[src/rtl/rrfp_pkg.sv]
// rrfp_pkg: shared types, result codes and the CRC-8 step function
// for the register response frame parser.
// No dependencies.
package rrfp_pkg;

	localparam logic [1:0] KIND_DATA     = 2'd0;
	localparam logic [1:0] KIND_GOOD     = 2'd1;
	localparam logic [1:0] KIND_BADCRC   = 2'd2;
	localparam logic [1:0] KIND_OVERFLOW = 2'd3;

	localparam logic [7:0] PREAMBLE_BYTE = 8'hFB;
	localparam logic [7:0] CRC_INIT      = 8'hFF;
	localparam logic [7:0] CRC_POLY      = 8'h31;
	localparam logic [7:0] COUNT_MASK    = 8'h7F;
	localparam logic [7:0] ADDR_RESET    = 8'h01;

	typedef struct packed {
		logic [1:0] kind;
		logic [7:0] payload_byte;
		logic [6:0] byte_index;
		logic [7:0] start_register;
		logic [6:0] register_count;
		logic [7:0] payload_length;
	} rrfp_result_t;

	function automatic logic [7:0] crc8_update(input logic [7:0] crc, input logic [7:0] b);
		logic [7:0] r;
		r = crc ^ b;
		for (int i = 0; i < 8; i++) begin
			if (r[7]) begin
				r = {r[6:0], 1'b0} ^ CRC_POLY;
			end else begin
				r = {r[6:0], 1'b0};
			end
		end
		return r;
	endfunction

endpackage

[src/rtl/rrfp_parser.sv]
// rrfp_parser: input byte register, frame state machine with CRC-8 and
// the address register. Produces at most one result per byte.
// Depends on rrfp_pkg.
module rrfp_parser #(
	parameter int PAYLOAD_MAX_BYTES = 128
) (
	input  logic                  clk,
	input  logic                  arst_n,
	input  logic                  in_fire,
	input  logic [7:0]            rx_byte,
	input  logic                  cfg_fire,
	input  logic [7:0]            cfg_data,
	output logic                  valid_s1,
	output logic                  res_valid,
	output rrfp_pkg::rrfp_result_t res
);
	import rrfp_pkg::*;

	localparam int CW = $clog2(PAYLOAD_MAX_BYTES + 1);

	typedef enum logic [2:0] {
		PH_PREAMBLE = 3'd0,
		PH_ADDRESS  = 3'd1,
		PH_STARTREG = 3'd2,
		PH_COUNT    = 3'd3,
		PH_PAYLOAD  = 3'd4,
		PH_CRC      = 3'd5
	} phase_t;

	phase_t      phase_q, phase_d;
	logic [7:0]  crc_q, crc_d, crc_step;
	logic [7:0]  start_reg_q, start_reg_d;
	logic [6:0]  reg_count_q, reg_count_d;
	logic [CW-1:0] cnt_q, cnt_d, cnt_inc;
	logic [7:0]  addr_q;
	logic [7:0]  byte_s1;
	logic [15:0] len_ext;

	always_ff @(posedge clk or negedge arst_n) begin
		if (!arst_n) begin
			valid_s1 <= 1'b0;
		end else begin
			valid_s1 <= in_fire;
		end
	end

	always_ff @(posedge clk) begin
		if (in_fire) begin
			byte_s1 <= rx_byte;
		end
	end

	always_ff @(posedge clk or negedge arst_n) begin
		if (!arst_n) begin
			addr_q <= ADDR_RESET;
		end else if (cfg_fire) begin
			addr_q <= cfg_data;
		end
	end

	assign crc_step = crc8_update(crc_q, byte_s1);
	assign cnt_inc  = cnt_q + CW'(1);

	always_comb begin
		phase_d     = phase_q;
		crc_d       = crc_q;
		start_reg_d = start_reg_q;
		reg_count_d = reg_count_q;
		cnt_d       = cnt_q;
		res_valid   = 1'b0;
		res.kind    = KIND_DATA;
		res.payload_byte = 8'd0;
		res.byte_index   = 7'd0;
		len_ext     = 16'(cnt_q);
		case (phase_q)
			PH_ADDRESS: begin
				crc_d   = crc_step;
				phase_d = (byte_s1 == addr_q) ? PH_STARTREG : PH_PREAMBLE;
			end
			PH_STARTREG: begin
				crc_d       = crc_step;
				start_reg_d = byte_s1;
				phase_d     = PH_COUNT;
			end
			PH_COUNT: begin
				crc_d       = crc_step;
				reg_count_d = byte_s1[6:0] & COUNT_MASK[6:0];
				cnt_d       = '0;
				phase_d     = PH_PAYLOAD;
			end
			PH_PAYLOAD: begin
				crc_d     = crc_step;
				res_valid = 1'b1;
				if (10'(cnt_q) >= 10'(PAYLOAD_MAX_BYTES)) begin
					phase_d  = PH_PREAMBLE;
					res.kind = KIND_OVERFLOW;
				end else begin
					cnt_d            = cnt_inc;
					len_ext          = 16'(cnt_inc);
					res.payload_byte = byte_s1;
					res.byte_index   = 7'(16'(cnt_q));
					if (10'(cnt_inc) >= 10'({reg_count_q, 2'b00})) begin
						phase_d = PH_CRC;
					end
				end
			end
			PH_CRC: begin
				crc_d     = crc_step;
				phase_d   = PH_PREAMBLE;
				res_valid = 1'b1;
				res.kind  = (crc_step == 8'd0) ? KIND_GOOD : KIND_BADCRC;
			end
			default: begin
				phase_d = PH_PREAMBLE;
				if (byte_s1 == PREAMBLE_BYTE) begin
					crc_d   = crc8_update(CRC_INIT, byte_s1);
					phase_d = PH_ADDRESS;
				end
			end
		endcase
		res.start_register = start_reg_d;
		res.register_count = reg_count_d;
		res.payload_length = len_ext[7:0];
		if (!valid_s1) begin
			res_valid = 1'b0;
		end
	end

	always_ff @(posedge clk or negedge arst_n) begin
		if (!arst_n) begin
			phase_q     <= PH_PREAMBLE;
			crc_q       <= 8'd0;
			start_reg_q <= 8'd0;
			reg_count_q <= 7'd0;
			cnt_q       <= '0;
		end else if (valid_s1) begin
			phase_q     <= phase_d;
			crc_q       <= crc_d;
			start_reg_q <= start_reg_d;
			reg_count_q <= reg_count_d;
			cnt_q       <= cnt_d;
		end
	end

endmodule

[src/rtl/rrfp_out_buf.sv]
// rrfp_out_buf: three-entry result queue between the parser and the
// output channel; also derives input ready from its fill level.
// Depends on rrfp_pkg.
module rrfp_out_buf (
	input  logic                  clk,
	input  logic                  arst_n,
	input  logic                  push,
	input  rrfp_pkg::rrfp_result_t push_data,
	input  logic                  valid_s1,
	output logic                  in_ready,
	output logic                  out_valid,
	input  logic                  out_ready,
	output rrfp_pkg::rrfp_result_t out_data
);
	import rrfp_pkg::*;

	localparam int DEPTH = 3;

	rrfp_result_t mem_q [DEPTH];
	logic [1:0]   wr_ptr_q, rd_ptr_q, count_q;
	logic         pop;
	logic [2:0]   level;

	assign out_valid = (count_q != 2'd0);
	assign out_data  = mem_q[rd_ptr_q];
	assign pop       = out_valid && out_ready;
	// worst case: s1 byte pushes this cycle, the new byte pushes next cycle
	assign level     = 3'(count_q) + 3'(valid_s1) - 3'(pop);
	assign in_ready  = (level <= 3'd2);

	always_ff @(posedge clk) begin
		if (push) begin
			mem_q[wr_ptr_q] <= push_data;
		end
	end

	always_ff @(posedge clk or negedge arst_n) begin
		if (!arst_n) begin
			wr_ptr_q <= 2'd0;
			rd_ptr_q <= 2'd0;
			count_q  <= 2'd0;
		end else begin
			if (push) begin
				wr_ptr_q <= (wr_ptr_q == 2'(DEPTH - 1)) ? 2'd0 : wr_ptr_q + 2'd1;
			end
			if (pop) begin
				rd_ptr_q <= (rd_ptr_q == 2'(DEPTH - 1)) ? 2'd0 : rd_ptr_q + 2'd1;
			end
			count_q <= count_q + 2'(push) - 2'(pop);
		end
	end

endmodule

[src/rtl/register_response_frame_parser_top.sv]
// register_response_frame_parser_top: CRC-8 framed register response parser.
// Depends on rrfp_pkg, rrfp_parser, rrfp_out_buf.
//
//  channel  signals                                   direction
//  in       in_valid/in_ready, rx_byte                sink
//  out      out_valid/out_ready, kind .. payload_length source
//  cfg      cfg_valid/cfg_ready, cfg_data             sink, device address
//
// One byte per cycle sustained while out keeps accepting results. A byte is
// registered, then parsed by the state machine and single-step CRC-8 logic; a
// result is written into the result queue and offered on out from there. A
// three-entry result queue lets input continue while results wait; in_ready
// drops only when the queue could not take the byte in flight. Reset clears
// state; device address resets to 1. cfg_ready is always high.
module register_response_frame_parser_top #(
	parameter int PAYLOAD_MAX_BYTES = 128
) (
	input  logic       clk,
	input  logic       arst_n,
	input  logic       in_valid,
	output logic       in_ready,
	input  logic [7:0] rx_byte,
	output logic       out_valid,
	input  logic       out_ready,
	output logic [1:0] kind,
	output logic [7:0] payload_byte,
	output logic [6:0] byte_index,
	output logic [7:0] start_register,
	output logic [6:0] register_count,
	output logic [7:0] payload_length,
	input  logic       cfg_valid,
	output logic       cfg_ready,
	input  logic [7:0] cfg_data
);
	import rrfp_pkg::*;

	logic         valid_s1;
	logic         res_valid;
	rrfp_result_t res;
	rrfp_result_t out_data;

	assign cfg_ready = 1'b1;

	rrfp_parser #(
		.PAYLOAD_MAX_BYTES(PAYLOAD_MAX_BYTES)
	) u_parser (
		.clk      (clk),
		.arst_n   (arst_n),
		.in_fire  (in_valid && in_ready),
		.rx_byte  (rx_byte),
		.cfg_fire (cfg_valid && cfg_ready),
		.cfg_data (cfg_data),
		.valid_s1 (valid_s1),
		.res_valid(res_valid),
		.res      (res)
	);

	rrfp_out_buf u_out_buf (
		.clk      (clk),
		.arst_n   (arst_n),
		.push     (res_valid),
		.push_data(res),
		.valid_s1 (valid_s1),
		.in_ready (in_ready),
		.out_valid(out_valid),
		.out_ready(out_ready),
		.out_data (out_data)
	);

	assign kind           = out_data.kind;
	assign payload_byte   = out_data.payload_byte;
	assign byte_index     = out_data.byte_index;
	assign start_register = out_data.start_register;
	assign register_count = out_data.register_count;
	assign payload_length = out_data.payload_length;

endmodule

[config.mk]
export PLATFORM = sky130hd
export DESIGN_NAME = register_response_frame_parser_top
export DESIGN_NICKNAME = d
export VERILOG_FILES = /design/src/rtl/rrfp_pkg.sv /design/src/rtl/rrfp_parser.sv /design/src/rtl/rrfp_out_buf.sv /design/src/rtl/register_response_frame_parser_top.sv
export SDC_FILE = /design/constraint.sdc
export NUM_CORES = 1
export LEC_CHECK = 0
export BUFFER_PORTS_ARGS = -buffer_cell sky130_fd_sc_hd__buf_2
export CORE_ASPECT_RATIO = 0.7
export CORE_MARGIN = 2
export CORE_UTILIZATION = 40
export DETAILED_ROUTE_END_ITERATION = 12
export GPL_TIMING_DRIVEN = 0
export HOLD_SLACK_MARGIN = 0.15
export MAX_ROUTING_LAYER = met4
export PLACE_DENSITY = 0.6
export SYNTH_ARGS = -nofsm -noshare
export SYNTH_HDL_FRONTEND = slang
export SYNTH_HIERARCHICAL = 1
export SYNTH_SLANG_ARGS = --single-unit
[constraint.sdc]
create_clock -name clk -period 9.93 [get_ports clk]
set_input_delay 2.4825 -clock clk [delete_from_list [all_inputs] [get_ports clk]]
set_output_delay 2.4825 -clock clk [all_outputs]
set_load 0.01 [all_outputs]
After elaboration in Yosys (flattened, before gate mapping)
Memory sizes are Yosys's and may differ from the RTL's.
Index checks and enable logic that the tools add are counted.
W data, S select, Z words.
Storage, ports and cells
  logic and storage cells: 116
  register bits after elaboration: 57
  memories kept: 1
  bits in writable memories: 120
Operators by class
  muxes and demuxes: 54
  reduce and logical (&&, ||, !) cells: 11
  $add $sub $neg: 7
  bitwise operators: 18
  order comparisons: 3
  eq/ne operators: 11
Memories
  u_out_buf.mem_q: words 3, bits a word 40, read ports 1, clocked after memory_dff 0, write ports 1, RTL line rrfp_out_buf.sv:19  | rrfp_result_t mem_q [DEPTH];
Operators with widths (count)
  $mux W8: 20
  $mux W6: 16
  $not A3 Y3: 16
  $mux W15: 2
  $pmux W8 S2: 1
  $pmux W3 S5: 1
  $mux W2: 5
  $ge A8 B9 Y1: 1
  $add A8 B1 Y8 const B: 1
  $eq A8 B8 Y1: 1
  $eq A8 B8 Y1 const B: 1
  $ge A8 B8 Y1 const B: 1
  $logic_not A8 Y1: 1
  $not A8 Y8: 1
  $xor A8 B8 Y8: 1
  $mux W7: 1
  $eq A3 B2 Y1 const B: 2
  $eq A3 B3 Y1 const B: 2
  $mux W3: 2
  $reduce_bool A2 Y1: 3
  $mux W1: 5
  $reduce_or A5 Y1: 1
  $add A2 B1 Y2 const B: 2
  $eq A2 B2 Y1 const B: 2
  other kinds (13): 15

Depth between registers and ports, before layout
Gate-level depths: netlist of the first run.
  depth in word-level cells: 33
  mapped depth: 10
  depth with buffers taken out: 10

Hierarchy
Netlist of the first run, hierarchy kept.
Modules (own cells, without submodules)
  rrfp_out_buf: area each 4833.4 um^2, cells an instance 288, times used 1
  rrfp_parser: area each 3093.0 um^2, cells an instance 317, times used 1
  register_response_frame_parser_top: area each 17.5 um^2, cells an instance 3, times used 1

Least setup slack after synthesis of the first run
No wires, ideal clock.
  path kind: input port to output port
  start: input out_ready
  end: output in_ready
  data arrival time: 3.901 ns
  setup slack: 3.546 ns
  data required time: 7.448 ns
  stages: 9
  path buffers: 0
  cells stage by stage: o21ai_1 -> inv_1 -> ha_1 -> inv_1 -> ha_1 -> inv_1 -> fa_1 -> inv_1 -> a21oi_1
Between the ends
  word-level cells in the longest chain between the ends: 3
RTL lines
  start, declared: RTL line register_response_frame_parser_top.sv:24  | input logic out_ready,
  $logic_and A1 B1 Y1: RTL line rrfp_out_buf.sv:26  | assign pop = out_valid && out_ready;
  via u_out_buf.pop: RTL line rrfp_out_buf.sv:21  | logic pop;
  $sub A3 B1 Y3: RTL line rrfp_out_buf.sv:28  | assign level = 3'(count_q) + 3'(valid_s1) - 3'(pop);
  $le A3 B2 Y1: RTL line rrfp_out_buf.sv:29  | assign in_ready = (level <= 3'd2);
  end, declared: RTL line register_response_frame_parser_top.sv:21  | output logic in_ready,
The timed path passes the listed nets, and every way through them passes these cells.

Worst setup path in the final report of the first run
Same ends and word-level chain as after synthesis.

==> results of run 1 <==
==> registers in the layout (all words and copies together), names as in the netlist, 3 cells and up <==
signal,flops
u_parser/phase_q,3
u_out_buf/mem_q,120
u_parser/crc_q,8
u_parser/start_reg_q,8
u_parser/byte_s1,8
u_parser/cnt_q,8
u_parser/addr_q,8
u_parser/reg_count_q,7
==> metal layers <==
layer / vias up / routed length (microns)
met3: 20 / 659
met4: 0 / 210
li1: 2311 / -
met1: 2353 / 8311
met5: - / 0
met2: 95 / 7661
==> worst max-delay path by stage <==
stage	from	to	depth (start not counted)
floorplan	out_ready	in_ready	9
global placement	u_parser/valid_s1	u_out_buf/mem_q[0][21]	5
detailed placement	out_ready	in_ready	11
CTS	out_ready	in_ready	11
global route	out_ready	in_ready	11
finish	out_ready	in_ready	11
==> kinds of logic (layout without fill, tap and decap cells) <==
group / after synthesis / in the layout
xor gates and xnor gates: 47 / 47
muxes: 66 / 66
AOI/OAI and AO/OA: 89 / 89
buffers and inverters: 48 / 147
other: 1 / 1
DFF: 177 / 177
adders and majority gates: 14 / 14
and+or+nand+nor: 166 / 166
==> layout make-up <==
| type | count | area (sq um) |
|---|---|---|
| sequential | 177 | 5071 |
| buffer | 31 | 210.2 |
| clock inverter | 12 | 141.4 |
| fill | 1748 | 10370 |
| multi-input combinational | 383 | 2613 |
| clock buffer | 20 | 436.7 |
| inverter | 17 | 63.81 |
| timing repair buffer | 67 | 390.4 |
| tap | 270 | 337.8 |
==> metrics by stage <==
| stage | hold WS, ns | util | instances |
|---|---|---|---|
| final | 0.5066 | 0.4717 | 977 |
| after global routing | 0.5253 | 0.4717 | 977 |
| after CTS | 0.5099 | 0.4717 | 977 |
| after detailed placement | 0.4956 | 0.4423 | 945 |
| after global placement | 0.4843 | 0.4373 | 939 |
| after floorplan | 0.4694 | - | 608 |
==> placed cells by master (no fill, tap or decap), types with 2 or more instances in the layout <==
cell type,n
nand3_1,7
o31ai_1,4
mux2i_1,41
buf_4,4
a21o_1,5
nand4_1,2
inv_1,17
nor2_1,42
mux2_2,25
and2_1,15
xor2_1,16
a211oi_1,2
bufinv_16,3
clkbuf_16,17
nor4_1,2
buf_12,3
xnor2_1,25
nor3b_2,2
buf_8,3
a21oi_1,7
buf_2,72
clkinv_2,3
nand2b_1,5
o21ai_0,29
xnor2_2,2
clkbuf_1,13
dfrtp_1,48
edfxtp_1,128
buf_6,6
o21ai_1,39
and3_1,4
nand2_1,75
ha_1,13
clkinv_4,2
clkinv_1,3
==> power by group <==
| group | leakage [nW] | switching (mW) | total (mW) | internal [mW] |
|---|---|---|---|---|
| registers | 1.70 | 0.0543 | 0.910 | 0.856 |
| clock network | 0.280 | 0.265 | 0.657 | 0.392 |
| logic | 1.55 | 0.514 | 0.918 | 0.404 |
==> critical path, delay by kind of cell <==
family | cells | cell delay [ns]
AO/OA/AOI/OAI | 2 | 0.39
adder cells (fa/ha/maj) | 3 | 0.82
buffers and inverters | 5 | 0.49
XOR/XNOR | 1 | 0.15
==> synth_stat cells (all sizes together), types with 2 or more instances <==
cell type / n / area, sq um
edfxtp: 128 / 3844
nand2: 75 / 281.5
o21ai: 68 / 340.3
dfrtp: 48 / 1201
nor2: 44 / 167.7
mux2i: 41 / 410.4
xnor2: 27 / 251.5
mux2: 25 / 281.5
buf: 21 / 172.7
xor2: 18 / 183.9
inv: 17 / 63.81
and2: 16 / 101.4
ha: 13 / 162.7
clkbuf: 10 / 37.54
a21oi: 7 / 35.03
nand3: 7 / 35.03
a21o: 5 / 37.54
nand2b: 5 / 31.28
and3: 4 / 25.02
o31ai: 4 / 30.03
a211oi: 2 / 15.01
nand4: 2 / 12.51
nor3b: 2 / 20.02
nor4: 2 / 12.51
or2: 2 / 12.52
xnor3: 2 / 46.29
==> impl_summary.log, run 1 <==
INFO  metric grt-ovfl-total = 0
INFO  metric crit_slowest_cell = fa_1
INFO  metric synthesis.nets = 643
INFO  metric syn_area = 7944 sq um
INFO  metric post_synthesis_share_of_cell_area_spent_on_full_adders_half_adders_and_majority_gates = 0.02300
INFO  metric run_status = completed
INFO  metric power_leakage = 3.534 nW
INFO  metric final_area = 9264 sq um
INFO  metric regToRegEndpoint = u_out_buf/mem_q[0][21]
INFO  metric proportion_of_synthesized_area_in_mux_cells = 0.08710
INFO  metric clock_insertion_delay_worst_skew = 0.43 ns
INFO  metric yosys.cell_types.count = 52
INFO  metric worst_setup_path_start_kind = input pin
INFO  metric layout-area-overhead-vs-synth = 16.62%
INFO  metric r2r_cells = 7
INFO  metric path_max_fanout = 3
INFO  metric post_cts_resize_count = 0
INFO  metric met1_usage = 0.2537
INFO  metric timing.max_slew.rel_slack = 0.2330
INFO  metric gp_routability_congestion = 0.8589
INFO  metric worst-slew-pin-transition = 1.151 ns
INFO  metric fp-row-count = 43
INFO  metric worst_hold_path.endpoint = u_parser/crc_q[7]
INFO  metric port_buffers = 61
INFO  metric r2r_slack = 6.68 ns
INFO  metric worst_hold_path_type = reg -> reg
INFO  metric min_from = u_parser/crc_q[7]
INFO  metric share_of_final_layout_standard_cells_stronger_than_drive_strength_1 = 0.2164
INFO  metric report.final.hold_viol_count = 0
INFO  metric critical_path.cell_chain = buf_2, o21ai_1, inv_1, ha_1, inv_1, ha_1, inv_1, fa_1, xor2_1, a21oi_1, buf_2
INFO  metric met2_usage = 0.2600
INFO  metric synthArstFlopShare = 0.2768
INFO  metric groute.usage.overall = 0.1785
INFO  metric grt-busiest-layer = met2
INFO  metric initial_drc_count = 364
INFO  metric antenna_found_initial = 0
INFO  metric hold_depth = 2
INFO  metric ir_worst_vdd = 0.1914 mV
INFO  metric dpl-instance-area = 8686 sq um
INFO  metric postSynthRegisterBits = 177
INFO  metric rsz_0062_raised_after_global_routing = no
INFO  metric post_syn_instances = 608
INFO  metric power_density = 268.3 nW/um^2
INFO  metric num_vias = 4779
INFO  metric core = 19640 sq um
INFO  metric tns = 0 ns
INFO  metric antennaDiodeCount = 0
INFO  metric clock_period_minus_final_worst_setup_slack = 6.817 ns
INFO  metric required = 7.45 ns
INFO  metric grtUsageMet3 = 0.03769
INFO  metric synth_top_flop_cell = edfxtp_1
INFO  metric hold_buf_count_cts = 0
INFO  metric worst_path_most_repeated_cell = inv_1
INFO  metric first_global_vias = 4793
INFO  metric floorplan.io_pins = 64
INFO  metric final-max-slew-violation-count = 0
INFO  metric maximum_number_of_pins_on_one_net_before_global_route_repair = 50
INFO  metric timing.setup.critical_path_class = in -> out
INFO  metric number_of_post_cts_setup_repair_buffers = 0
INFO  metric drt.antenna.violating_nets = 0
INFO  metric synthXorXnorAreaFrac = 0.06064
INFO  metric number_of_enable_flip_flop_cells_after_synthesis = 128
INFO  metric worstPathArrival = 4.33 ns
INFO  metric synth.avg_cell_area = 13.07 sq um
INFO  metric h-tree-depth = 4
INFO  metric synthesis.yosys.warnings = 6
INFO  metric hpwlAfterDp = 11880 microns
INFO  metric preCtsSetupSlack = 3.126 ns
INFO  metric clk_pin_slew = 0.06 ns
INFO  metric clock_tree.root_cell = clkbuf_16
INFO  metric layout_setup_ws = 3.113 ns
INFO  metric seq_area_frac_synth = 0.6384
INFO  metric critPathCaptureType = output pin
INFO  metric floorplan.initialDensity = 0.4045
INFO  metric die_y = 121.9 microns
INFO  metric post_synth_and_or_nand_nor_area_fraction = 0.09450
INFO  metric cts.path.max_buffers = 2
INFO  metric synth_compound_area_frac = 0.06143
INFO  metric postRouteWirelength = 16840 microns
INFO  metric via_per_inst = 4.892
INFO  metric r2r_start = u_parser/valid_s1
INFO  metric global_route_wire_length_before_repair = 26600 microns
INFO  metric cap_violations = 0
INFO  metric cts.sink_count = 177
INFO  metric timing.clock.skew = 0.009197 ns
INFO  metric max_clock_freq = 0.1467 GHz
INFO  metric tcrit_tclk_final = 0.6865
INFO  metric numCtsBuffers = 17
INFO  metric wl_per_cell = 17.24 microns
INFO  metric die_width = 172.4 microns
INFO  metric detail_route.first_pass.iterations = 6
INFO  metric overall_power = 2.486 mW
INFO  metric synth_top_family_by_area = simple AND/OR/NAND/NOR gates
INFO  metric final-setup-viol-count = 0
INFO  metric cp_slowest_stage_delay = 0.38 ns
INFO  metric nets = 729
INFO  metric design.die.area = 21020 sq um
INFO  metric route.detailed.drc = 0
INFO  metric cts_tree = built
Power figures use the tool's default switching activity.
==> run 2, diff against run 1 <==
Settings changed: ABC_AREA set to 1, PLACE_DENSITY 0.6 to 0.62.
Clock period 9.93 ns to 5.6 ns, I/O delays scaled along.
==> impl_summary.log, run 2 <==
INFO  metric timing.setup.critical_path_class = in -> out
INFO  metric ys_top_cells_by_area = edfxtp_1 (47%), dfrtp_1 (15%), nand2_1 (12%), nand3_1 (6.1%), inv_1 (3.4%)
INFO  metric number_of_post_cts_setup_repair_buffers = 0
INFO  metric layout.cells.most_common_list = nand2_1 (269), edfxtp_1 (128), nand3_1 (99)
INFO  metric critPathBufInv = 5
INFO  metric floorplan.io_pins = 64
INFO  metric power_switching = 2.171 mW
INFO  metric worst_path_most_repeated_cell = inv_1
INFO  metric largest-register = u_out_buf/mem_q
INFO  metric rsz_0062_raised_after_global_routing = no
INFO  metric worst_setup_path_start_kind = input pin
INFO  metric highest-signal-layer = met4
INFO  metric p_int = 2.973 mW
INFO  metric layout_setup_ws = 1.121 ns
INFO  metric grt-ovfl-total = 0
INFO  metric critPathTopFamily = adder cells
INFO  metric fp-row-count = 43
INFO  metric groute.usage.overall = 0.1912
INFO  metric clock_insertion_delay_worst_skew = 0.43 ns
INFO  metric final_common_cell = nand2_1
INFO  metric port_buffers = 62
INFO  metric worst_hold_path.endpoint = u_parser/start_reg_q[6]
INFO  metric synthDominantAreaCellType = edfxtp_1
INFO  metric drt.antenna.violating_nets = 0
INFO  metric worst_hold_path_type = reg -> reg
INFO  metric cts.path.max_buffers = 2
INFO  metric post_cts_resize_count = 0
INFO  metric maximum_number_of_pins_on_one_net_before_global_route_repair = 50
INFO  metric clock_period_minus_final_worst_setup_slack = 4.479 ns
INFO  metric power_density = 548.1 nW/um^2
INFO  metric worstPathArrival = 3.08 ns
INFO  metric timing.clock.skew = 0.01075 ns
INFO  metric gp_routability_congestion = 0.8839
INFO  metric share_clk_of_total_power = 0.217
INFO  metric initial_drc_count = 604
INFO  metric hold_buf_count_cts = 0
INFO  metric yosys.cell_types.count = 40
INFO  metric met3RoutedLength = 1086 microns
INFO  metric cp_slowest_stage_delay = 0.48 ns
INFO  metric required = 4.20 ns
INFO  metric pwr-share-seq = 0.346
INFO  metric detailroute.wirelength.met2 = 7818 microns
INFO  metric r2r_start = u_out_buf/count_q[1]
INFO  metric hold_depth = 2
INFO  metric nets = 935
INFO  metric postRouteWirelength = 18530 microns
INFO  metric final-max-slew-violation-count = 0
INFO  metric count_of_cell_instances_traversed_by_the_critical_path = 11
INFO  metric regToRegEndpoint = u_parser/byte_s1[6]
INFO  metric synthArstFlopShare = 0.2768
INFO  metric route.detailed.drc = 0
INFO  metric number_of_enable_flip_flop_cells_after_synthesis = 128
INFO  metric antenna_found_initial = 0
INFO  metric synth_top_area_share = 0.4749
INFO  metric h-tree-depth = 4
INFO  metric critical_path.cell_chain = buf_2, nand2_1, inv_1, ha_1, inv_1, ha_1, inv_1, fa_1, o21ai_0, nor2_1, buf_2
INFO  metric route.layer.met1.wl = 9498 microns
INFO  metric wl_per_cell = 15.66 microns
INFO  metric clock_tree.root_cell = clkbuf_16
INFO  metric final_area = 9385 sq um
INFO  metric floorplan.initialDensity = 0.4088
INFO  metric path_max_fanout = 3
INFO  metric final-setup-viol-count = 0
INFO  metric dpl-instance-area = 8832 sq um
INFO  metric r2r_cells = 13
INFO  metric die_width = 174.0 microns
INFO  metric via_per_inst = 4.928
INFO  metric synthesis.yosys.warnings = 6
INFO  metric share_of_final_layout_standard_cells_stronger_than_drive_strength_1 = 0.1643
INFO  metric synth_top_flop_cell = edfxtp_1
INFO  metric fin_hold_ws = 0.4836 ns
INFO  metric first_global_vias = 5590
INFO  metric synth.avg_cell_area = 9.956 sq um
INFO  metric largest_register_ffs = 120
INFO  metric critPathCaptureType = output pin
INFO  metric tns = 0 ns
INFO  metric postSynthRegisterBits = 177
INFO  metric cap_violations = 0
INFO  metric post_syn_instances = 813
INFO  metric design.die.area = 21410 sq um
INFO  metric num_vias = 5830
INFO  metric run_status = completed
INFO  metric antennaDiodeCount = 0
INFO  metric seq_area_frac_synth = 0.6265
INFO  metric hpwlAfterDp = 12880 microns
INFO  metric preCtsSetupSlack = 1.100 ns
INFO  metric timing.max_slew.rel_slack = 0.2122
INFO  metric numCtsBuffers = 17
INFO  metric most_repeated_cell_in_the_gate_level_netlist_after_synthesis = nand2_1
INFO  metric cts.sink_count = 177
INFO  metric report.final.hold_viol_count = 0
INFO  metric synthesis.nets = 848
INFO  metric syn_area = 8094 sq um
INFO  metric die_y = 123.0 microns
INFO  metric global_route_wire_length_before_repair = 30210 microns
INFO  metric ir_worst_vdd = 0.2290 mV
INFO  metric switching_share = 0.4220
INFO  metric core = 19800 sq um
INFO  metric clk_pin_slew = 0.07 ns
INFO  metric cts_tree = built
INFO  metric tcrit_tclk_final = 0.7998
INFO  metric worst-slew-pin-transition = 1.182 ns
INFO  metric power_frac_comb = 0.437
INFO  metric netlist_top_cells_count = nand2_1 (269), edfxtp_1 (128), nand3_1 (99)
INFO  metric min_from = u_parser/start_reg_q[6]
INFO  metric power_leakage = 3.997 nW
INFO  metric layout-area-overhead-vs-synth = 15.95%
INFO  metric r2r_slack = 2.74 ns
INFO  metric crit_slowest_cell = fa_1
INFO  metric max_clock_freq = 0.2233 GHz
INFO  metric detail_route.first_pass.iterations = 5
==> run 2: cell count changes after synthesis, moves of 11 or more <==
| cell | delta |
|---|---|
| xor2_1 | -11 |
| mux2i_1 | -41 |
| nand2_1 | +194 |
| inv_1 | +56 |
| and2_1 | -15 |
| o21ai_0 | +18 |
| o21ai_1 | -31 |
| xnor2_1 | -22 |
| nand3_1 | +92 |
| mux2_2 | -23 |
==> run 2: metal layers <==
metal	track usage	vias to the layer above
met5	-	-
met3	0.03967	11
met1	0.2792	2783
met4	0.04832	0
met2	0.2729	149
li1	-	2887
==> run 2: stage by stage <==
stage | power (mW) | cells | utilization
after floorplan | 3.313 | 813 | -
after global placement | 4.004 | 1145 | 0.4415
after detailed placement | 4.044 | 1151 | 0.4461
after CTS | 5.171 | 1183 | 0.4740
after global routing | 5.562 | 1183 | 0.4740
final | 5.144 | 1183 | 0.4740
==> run 2: cell families after synthesis <==
group	Yosys count	synth area share
multiplexers	2	0.002782
buffers and inverters	110	0.05998
AO/OA/AOI/OAI	75	0.05349
other	1	0.0004633
adder cells (fa/ha/maj)	14	0.02257
flip-flops	177	0.6265
XOR/XNOR	9	0.01144
AND/OR/NAND/NOR	425	0.2228
==> run 2: cell type report <==
class | count | area [sq um]
Buffer | 28 | 177.7
Multi-Input combinational cell | 526 | 2542
Tap cell | 270 | 337.8
Inverter | 82 | 307.8
Clock buffer | 17 | 425.4
Clock inverter | 15 | 127.6
Timing Repair Buffer | 68 | 395.4
Fill cell | 1867 | 10410
Sequential cell | 177 | 5071
==> run 2: power groups by stage <==
| stage | Combinational, mW | Sequential (mW) | Clock [mW] |
|---|---|---|---|
| 5_1_grt | 2.57 | 1.80 | 1.19 |
| 3_5_place_dp | 2.24 | 1.80 | 0 |
| 6_report | 2.25 | 1.78 | 1.12 |
| 3_3_place_gp | 2.20 | 1.80 | 0 |
| 4_1_cts | 2.25 | 1.78 | 1.14 |
| 2_1_floorplan | 1.54 | 1.77 | 0 |
==> run 2: worst reg2reg max path: stages (launching register included) <==
cell and delay, ns:
dfrtp_1 0.41, inv_1 0.13, nand2_1 0.16, nand2_1 0.14, inv_1 0.07, ha_1 0.27
inv_1 0.08, ha_1 0.14, inv_1 0.05, fa_1 0.48, o21ai_0 0.08, nor2_1 0.13
nand2_1 0.06, inv_1 0.30
==> run 2: worst max-delay path by stage <==
stage	start	end	slack (ns)
global placement	u_parser/valid_s1	u_out_buf/mem_q[2][39]	-0.92
global route	out_ready	in_ready	0.98
CTS	out_ready	in_ready	1.10
floorplan	u_parser/valid_s1	u_out_buf/mem_q[2][0]	1.34
detailed placement	out_ready	in_ready	1.10
finish	out_ready	in_ready	1.12
==> run 3, diff against run 2 <==
Settings changed: PLACE_DENSITY 0.62 to 0.6.
Clock period 5.6 ns to 4.24 ns, I/O delays scaled along.
==> impl_summary.log, run 3 (synthesis results as in run 2) <==
INFO  metric run_status = completed
INFO  metric gp_routability_congestion = 0.8719
INFO  metric timing.setup.critical_path_class = in -> out
INFO  metric rsz_0062_raised_after_global_routing = no
INFO  metric report.final.hold_viol_count = 0
INFO  metric critPathCaptureType = output pin
INFO  metric tcrit_tclk_final = 0.8983
INFO  metric number_of_post_cts_setup_repair_buffers = 0
INFO  metric groute.usage.overall = 0.1909
INFO  metric timing.max_slew.rel_slack = 0.1918
INFO  metric initial_drc_count = 519
INFO  metric largest_register_ffs = 120
INFO  metric clock_tree.root_cell = clkbuf_16
INFO  metric worstPathArrival = 2.75 ns
INFO  metric worst_path_most_repeated_cell = inv_1
INFO  metric final_common_cell = nand2_1
INFO  metric r2r_slack = 1.43 ns
INFO  metric crit_slowest_cell = fa_1
INFO  metric pwr-share-seq = 0.343
INFO  metric layout.cells.most_common_list = nand2_1 (269), edfxtp_1 (128), nand3_1 (99)
INFO  metric final-max-slew-violation-count = 0
INFO  metric die_y = 123.0 microns
INFO  metric core = 19800 sq um
INFO  metric global_route_wire_length_before_repair = 29970 microns
INFO  metric port_buffers = 62
INFO  metric numCtsBuffers = 17
INFO  metric tns = 0 ns
INFO  metric detail_route.first_pass.iterations = 5
INFO  metric share_clk_of_total_power = 0.224
INFO  metric maximum_number_of_pins_on_one_net_before_global_route_repair = 50
INFO  metric grt-ovfl-total = 0
INFO  metric path_max_fanout = 3
INFO  metric hpwlAfterDp = 13040 microns
INFO  metric num_vias = 5819
INFO  metric share_of_final_layout_standard_cells_stronger_than_drive_strength_1 = 0.1614
INFO  metric hold_buf_count_cts = 0
INFO  metric antennaDiodeCount = 0
INFO  metric h-tree-depth = 4
INFO  metric route.detailed.drc = 0
INFO  metric first_global_vias = 5396
INFO  metric floorplan.io_pins = 64
INFO  metric p_int = 3.989 mW
INFO  metric nets = 933
INFO  metric ir_worst_vdd = 0.3715 mV
INFO  metric required = 3.18 ns
INFO  metric design.die.area = 21410 sq um
INFO  metric cts_tree = built
INFO  metric clock_insertion_delay_worst_skew = 0.43 ns
INFO  metric timing.clock.skew = 0.01072 ns
INFO  metric die_width = 174.0 microns
INFO  metric clock_period_minus_final_worst_setup_slack = 3.809 ns
INFO  metric power_leakage = 4.002 nW
INFO  metric layout-area-overhead-vs-synth = 16.09%
INFO  metric fp-row-count = 43
INFO  metric cp_slowest_stage_delay = 0.48 ns
INFO  metric cts.path.max_buffers = 2
INFO  metric clk_pin_slew = 0.07 ns
INFO  metric worst_setup_path_start_kind = input pin
INFO  metric cap_violations = 0
INFO  metric via_per_inst = 4.927
INFO  metric wl_per_cell = 15.80 microns
INFO  metric power_frac_comb = 0.432
INFO  metric cts.sink_count = 177
INFO  metric worst_hold_path_type = reg -> reg
INFO  metric max_clock_freq = 0.2626 GHz
INFO  metric worst-slew-pin-transition = 1.212 ns
INFO  metric antenna_found_initial = 0
INFO  metric overall_power = 6.845 mW
INFO  metric post_cts_resize_count = 0
INFO  metric postRouteWirelength = 18670 microns
INFO  metric switching_share = 0.4172
INFO  metric power_switching = 2.856 mW
INFO  metric critical_path.cell_chain = buf_2, nand2_1, inv_1, ha_1, inv_1, ha_1, inv_1, fa_1, o21ai_0, nor2_1, buf_2
INFO  metric drt.antenna.violating_nets = 0
INFO  metric floorplan.initialDensity = 0.4088
INFO  metric power_density = 728.4 nW/um^2
INFO  metric final-setup-viol-count = 0
INFO  metric largest-register = u_out_buf/mem_q
## run 3: path summary, 6_finish.rpt
path / from / to / cells after the start
setup reg to reg: u_out_buf/count_q[1] / u_parser/byte_s1[5] / 13
hold reg to reg: u_parser/start_reg_q[1] / u_parser/start_reg_q[1] / 2
max in group asynchronous: arst_n / u_parser/crc_q[6] / 1
hold / removal: u_parser/start_reg_q[1] / u_parser/start_reg_q[1] / 2
setup / recovery: out_ready / in_ready / 11
min in group asynchronous: arst_n / u_parser/cnt_q[5] / 1
## run 3: per-stage QoR
step / worst slack, ns / cells / hold slack, ns / util / instance area (sq um)
6_report: 0.4312 / 1181 / 0.4865 / 0.4746 / 9397
4_1_cts: 0.4100 / 1181 / 0.4882 / 0.4746 / 9397
3_5_place_dp: 0.4185 / 1149 / 0.4681 / 0.4457 / 8823
3_3_place_gp: -0.1693 / 1145 / 0.4610 / 0.4418 / 8747
2_1_floorplan: 0.7790 / 813 / 0.4494 / - / 8099
5_1_grt: 0.2704 / 1181 / 0.5108 / 0.4746 / 9397
## run 3: power by group through the flow
stage                     Clock [mW]  Combinational (mW)  Sequential (mW)
after floorplan                    0                2.04             2.34
after global placement             0                2.92             2.38
after detailed placement           0                2.96             2.38
after CTS                       1.57                2.98             2.35
after global routing            1.64                3.37             2.38
final                           1.54                2.96             2.35
## run 3: cell type report
type	count	area [sq um]
sequential	177	5071
buffer	28	177.7
tap	270	337.8
multi-input combinational	526	2549
clock buffer	17	425.4
clock inverter	15	147.6
timing repair buffer	66	380.4
fill	1884	10400
inverter	82	307.8
## run 3: worst max-delay path: cells and delay by family
family	cells	cell delay, ns
compound gates	1	0.08
fa+ha+maj	3	0.89
simple gates	2	0.24
buf+inv	5	0.48
## run 3: metal layers
metal	global-route usage	up-vias	part of all wire
li1	-	2892	-
met1	0.2840	2767	0.51
met2	0.2724	146	0.43
met3	0.02645	14	0.051
met4	0.05672	0	0.011
met5	-	-	0
